==> config.mk <==
export PLATFORM = sky130hd
export DESIGN_NAME = uasd_chunk_store
export DESIGN_NICKNAME = d
export VERILOG_FILES = /design/src/hw/rtl/uasd_chunk_store.sv
export SDC_FILE = /design/constraint.sdc
export NUM_CORES = 1
export LEC_CHECK = 0
export BUFFER_PORTS_ARGS = -buffer_cell sky130_fd_sc_hd__buf_2
export CELL_PAD_IN_SITES_DETAIL_PLACEMENT = 1
export CELL_PAD_IN_SITES_GLOBAL_PLACEMENT = 1
export CORE_MARGIN = 2
export CORE_UTILIZATION = 54
export CTS_CLUSTER_SIZE = 14
export DETAILED_ROUTE_END_ITERATION = 16
export GPL_ROUTABILITY_DRIVEN = 0
export PLACE_DENSITY = 0.77
export SYNTH_ARGS = -nofsm -noshare
export SYNTH_HDL_FRONTEND = slang
export SYNTH_SLANG_ARGS = --single-unit
==> constraint.sdc <==
create_clock -name clock -period 2.9 [get_ports clock]
set_clock_uncertainty 0.05 [all_clocks]
set_input_delay 0.29 -clock clock [delete_from_list [all_inputs] [get_ports clock]]
set_output_delay 0.29 -clock clock [all_outputs]
set_load 0.03 [all_outputs]
==> src/hw/rtl/uasd_chunk_store.sv <==
module uasd_chunk_store #(
   parameter int MAX_CHUNKS = 20,
   parameter int REC_WIDTH  = 30
) (
   input  logic                            clock,
   input  logic                            wr_en,
   input  logic [$clog2(MAX_CHUNKS)-1:0]   wr_addr,
   input  logic [REC_WIDTH-1:0]            wr_data,
   input  logic [$clog2(MAX_CHUNKS)-1:0]   rd_addr,
   output logic [REC_WIDTH-1:0]            rd_data
);
   logic [REC_WIDTH-1:0] chunk_mem [MAX_CHUNKS];
   logic [REC_WIDTH-1:0] rd_ff;

   always_ff @(posedge clock) begin
      if (wr_en) begin
         chunk_mem[wr_addr] <= wr_data;
      end
      rd_ff <= chunk_mem[rd_addr];
   end

   assign rd_data = rd_ff;

endmodule

==> results.ini, run 1 <==
[clock_network]
cts_resized = 0
post_cts.repair.setup_buffers = 0
cts_buffers = 60
ctsHtreeMaxLevel = 2
root_buffer = clkbuf_16
cts_tree = built
postCtsHoldBufs = 0
cts.path.max_buffers = 3
cts.sinks = 630
clkTransAtPathRegs_ns = 0.06
insertion_delay_ns = 0.62

[final_layout]
fillers = 3711
layout-drive-gt1-share = 0.2321
final_area_um2 = 27060
postLayoutCoreUtil = 0.6269
num-nets-final = 1416
antenna_cells = 0
mostFrequentLayoutCells = 600 x edfxtp_1, 148 x mux2i_1, 86 x o22ai_1
syn_to_final_growth_pct = 14.26
final_common_cell = edfxtp_1

[pwr]
p_sw_mw = 3.980
power_density_nw_per_um2 = 688.1
irDropWorstVdd_v = 0.0006393
seqPwrFrac = 0.546
intPower_mw = 14.64
p_clk_frac = 0.401
p_comb_frac = 0.054
leakagePower_nw = 8.980
netSwitchingFraction = 0.2137

[routing]
post-route-drc-count = 0
vias_per_cell = 6.084
vias = 12211
routed_wl_um = 57700
drt_iter0_drc = 937
drt-wirelength-per-cell_um = 28.75
m1WireLength_um = 22800
dr.pass1.iters = 5
highest_layer = met5
wl_met2_um = 29950
ant_nets = 0
met3_length_um = 3028

[worst_setup_path]
slowest_delay_ns = 0.66
start_kind = input port
crit_type = in2reg
worstSetupEndpointType = flop
crit_chain = buf_2, nand2b_2, buf_4, o22ai_1, a211oi_1, o31ai_1
crit_arrival_ns = 2.27
worst-path-buf-inv = 2
cp_top_family = buffers and inverters
crit_path_max_fanout = 21
critPathSlowestCell = nand2b_2
cp_data_required_time_ns = 3.33

[synth]
synth.net_count = 1289
synth_top_area_share = 0.7607
synth_edf_count = 600
ys_ff_latch = 630
synth_top_cell_by_area = edfxtp_1
ys_types = 31
synth_area_leaders = edfxtp_1 76%, mux2i_1 6.3%, mux4_2 2.9%, mux2_2 2.9%, dfxtp_1 2.5%
synth_seq_area_share = 0.7861
syn_avg_cell_area_um2 = 18.99
syn-cell-area_um2 = 23690
yosys_warnings = 0
async_flop_share = 0
synthFlopType = edfxtp_1
synth_cells = 1247

[grt]
grt_usage = 0.2618
grt_pass1_vias = 13284
grt-ovfl-total = 0
antenna_found_initial = 2
grt_pass1_wl_um = 85160
grt_start_max_net_pins = 46

[floorplanning]
coreArea_um2 = 43170
die_area_um2 = 45550
ios = 72
rows = 76
die_y_um = 213.4
dieWidth_um = 213.4
initial_core_util = 0.5486

[sta]
fmax_ghz = 0.5423
worstMarginPinSlew_ns = 0.6478
post-route-period-util = 0.6358
setup_violations = 0
relSlewSlack = 0.5682
finalSetupTns_ns = 0
hold_viol_final = 0
slew_viol_final = 0
finalCriticalPeriod_ns = 1.844
fin_hold_ws_ns = 0.02640
rsz0062_at_grt = false

[placement]
portBuffers = 71
detailed_place_hpwl_um = 32200
postPlaceCellArea_um2 = 25220

[worst_hold_path]
hp-class = in2reg

[run]
drv_cap = 0

[run_status]
status = complete, no violations

[final cells by class]
type / instances / area (um2) / share of cell area
multi-input cells: 550 / 4888 / 0.1806
flip-flops and latches: 630 / 18620 / 0.6879
well taps: 585 / 732.0 / 0.02705
repair buffers: 132 / 985.9 / 0.03643
clock buffers: 94 / 1710 / 0.06320
clock inverters: 16 / 128.9 / 0.004762
[power by group through the flow]
| stage | Combinational [mW] | Sequential [mW] | Clock [mW] |
|---|---|---|---|
| 2_1_floorplan | 0.466 | 10.4 | 0 |
| 3_3_place_gp | 0.959 | 10.3 | 0 |
| 3_5_place_dp | 0.998 | 10.4 | 0 |
| 4_1_cts | 1.01 | 10.2 | 7.56 |
| 5_1_grt | 1.07 | 10.2 | 7.83 |
| 6_report | 1.00 | 10.2 | 7.46 |
[cell families after synthesis]
family,share of synthesized area
AOI/OAI and AO/OA,0.05209
buffers and inverters,0.01484
DFF,0.7861
muxes,0.1205
and+or+nand+nor,0.02647
[per-layer routing]
layer | vias to the layer above | GRT usage
li1 | 5300 | -
met1 | 6379 | 0.3310
met2 | 414 | 0.4605
met3 | 116 | 0.03822
met4 | 2 | 0.1003
met5 | - | 0
[Yosys cell counts, drive strengths merged, types with 2 or more instances]
master  count
nor2b      30
nand3       2
o31ai      29
a211oi     58
o22ai      86
mux2       60
mux4       31
dfxtp      30
nand2      61
nor2       23
nand3b      3
buf        41
edfxtp    600
or3b        2
clkbuf     26
o21ai       4
mux2i     148
nand2b      3
[state kept, by name (all words and copies together) (netlist names)]
name,flops
chunk_mem,600
rd_data,30
[worst reg2reg max path: cells and delay by family (launching register included)]
| kind | cells | cell delay [ns] |
|---|---|---|
| AO/OA/AOI/OAI | 2 | 0.50 |
| flip-flops | 1 | 0.40 |
| multiplexers | 1 | 0.54 |
[through the flow]
step | cells | power (mW) | worst slack, ns
floorplan | 1247 | 10.90 | 0.3190
global placement | 1897 | 11.31 | 0.5717
detailed placement | 1897 | 11.35 | 0.4541
CTS | 2007 | 18.74 | 1.037
global route | 2007 | 19.07 | 0.9906
finish | 2007 | 18.62 | 1.056
[worst paths after layout]
kind	cells past startpoint	startpoint	slack, ns	to
setup / recovery	6	rd_addr[1]	1.06	rd_data[25]
hold / removal	1	wr_data[13]	0.03	chunk_mem[3][13]
setup reg to reg	3	chunk_mem[15][25]	1.29	rd_data[25]
hold reg to reg	2	chunk_mem[9][10]	0.58	rd_data[10]
Power figures use the tool's default switching activity.
==> run 2, diff against run 1 <==
- CORE_UTILIZATION: 54 -> 49
- PLACE_DENSITY: 0.77 -> 0.74
- clock period: 2.9 -> 1.69 ns (I/O delays scaled with it)
==> run 2 against run 1 <==
  * Sequential share of layout area shrank 3.9 points
  * First-iteration DRC count grew 2.2%
  * Non-clock buffer count grew 97
  * Utilization shrank 2.6 points
  * Clock power grew 94%
==> results.ini, run 2 (synthesis results as in run 1) <==
[run_status]
status = complete, no violations

[routing]
dr.pass1.iters = 5
ant_nets = 0
drt_iter0_drc = 958
routed_wl_um = 63700
drt-wirelength-per-cell_um = 29.72
post-route-drc-count = 0
vias_per_cell = 5.969
vias = 12791

[final_layout]
num-nets-final = 1519
largest_register_ff_count = 600
mostFrequentLayoutCells = 600 x edfxtp_1, 148 x mux2i_1, 86 x o22ai_1
layout-drive-gt1-share = 0.2696
syn_to_final_growth_pct = 21.22
final_common_cell = edfxtp_1
largest_register = chunk_mem
antenna_cells = 0
postLayoutCoreUtil = 0.6013

[placement]
dp_slack_ns = -0.2261
portBuffers = 71
detailed_place_hpwl_um = 38270

[sta]
rsz0062_at_grt = false
hold_viol_final = 0
fin_ws_ns = 0.1474
setup_violations = 0
worstMarginPinSlew_ns = 0.4706
fmax_ghz = 0.6483
slew_viol_final = 0
finalCriticalPeriod_ns = 1.543
relSlewSlack = 0.6853
post-route-period-util = 0.9128
fin_hold_ws_ns = 0.1469

[worst_setup_path]
cp.depth = 3
crit_arrival_ns = 1.96
start_kind = flop
worstSetupEndpointType = flop
worst-path-buf-inv = 0
crit_chain = mux4_2, a211oi_1, o31ai_1
cp_top_family = compound AO/OA/AOI/OAI gates
slowest_delay_ns = 0.48
crit_type = reg2reg
worst_r2r_path_depth = 3
r2r-start = chunk_mem[14][8]
reg2reg_slack_ns = 0.15
cp_data_required_time_ns = 2.10
crit_path_max_fanout = 1
critPathSlowestCell = mux4_2
crit_end = rd_data[8]
reg2reg_to = rd_data[8]
startpoint = chunk_mem[14][8]

[grt]
grt_pass1_wl_um = 93690
grt_pass1_vias = 14020
grt_usage = 0.2613
grt_start_max_net_pins = 31
grt-ovfl-total = 0
antenna_found_initial = 0

[pwr]
leakagePower_nw = 9.731
irDropWorstVdd_v = 0.0009627
power_density_nw_per_um2 = 1181

[run]
drv_cap = 0

[floorplanning]
ios = 72
die_y_um = 223.9
die_area_um2 = 50110
dieWidth_um = 223.9
coreArea_um2 = 47750
rows = 80
initial_core_util = 0.4961

[clock_network]
cts_buffers = 66
cts.sinks = 630
insertion_delay_ns = 0.61
post_cts.repair.setup_buffers = 0
cts_tree = built
clkTransAtPathRegs_ns = 0.06
cts.path.max_buffers = 3
ctsHtreeMaxLevel = 3
root_buffer = clkbuf_16

[worst_hold_path]
hp-class = in2reg

-- run 2: what timing repair did --
item	in CTS	in global routing
hold buffers	31	0
gates resized for setup	0	0
hold endpoints to repair	601	0
setup endpoints to repair	0	0
-- run 2: cell type report --
type	count	area (um2)
clock buffers	94	1868
clock inverters	25	285.3
fillers	4068	19030
multi-input cells	550	4891
flip-flops and latches	630	18620
well taps	615	769.5
repair buffers	229	2280
-- run 2: worst min-delay path, stage by stage --
cell and delay (ns):
buf_2 0.11, buf_4 0.14, nor2_4 0.05, buf_12 0.16, nand2_1 0.07, o31ai_1 0.05
-- run 2: power by group --
group	internal (mW)	switching, mW	total (mW)
Clock	8.50	5.95	14.5
Sequential	17.3	0.0974	17.4
Combinational	0.757	1.24	2.00
-- run 2: worst min path at each step --
stage                 from                end  slack (ns)  cells past startpoint
3_5_place_dp   wr_data[12]   chunk_mem[1][12]        0.53                      1
3_3_place_gp   wr_data[13]  chunk_mem[14][13]        0.52                      1
6_report        rd_addr[2]        rd_data[22]        0.15                      6
4_1_cts         rd_addr[2]        rd_data[22]        0.12                      6
5_1_grt         rd_addr[2]        rd_data[22]        0.15                      6
2_1_floorplan   wr_data[0]    chunk_mem[0][0]        0.22                      0
-- run 2: layer usage --
metal / wire (um) / global-route usage / up-vias
li1: - / - / 5509
met1: 25330 / 0.3211 / 6805
met2: 33800 / 0.4692 / 340
met3: 2585 / 0.04407 / 137
met4: 1985 / 0.08882 / 0
met5: 0 / 0 / -
-- run 2: stage by stage --
| stage | std cells | area [um2] | setup TNS (ns) | power [mW] |
|---|---|---|---|---|
| 2_1_floorplan | 1247 | 23800 | -47.43 | 18.72 |
| 3_3_place_gp | 1993 | 26250 | -1.016 | 19.62 |
| 3_5_place_dp | 1993 | 26250 | -3.018 | 19.71 |
| 4_1_cts | 2143 | 28710 | 0 | 34.12 |
| 5_1_grt | 2143 | 28710 | 0 | 34.74 |
| 6_report | 2143 | 28710 | 0 | 33.90 |
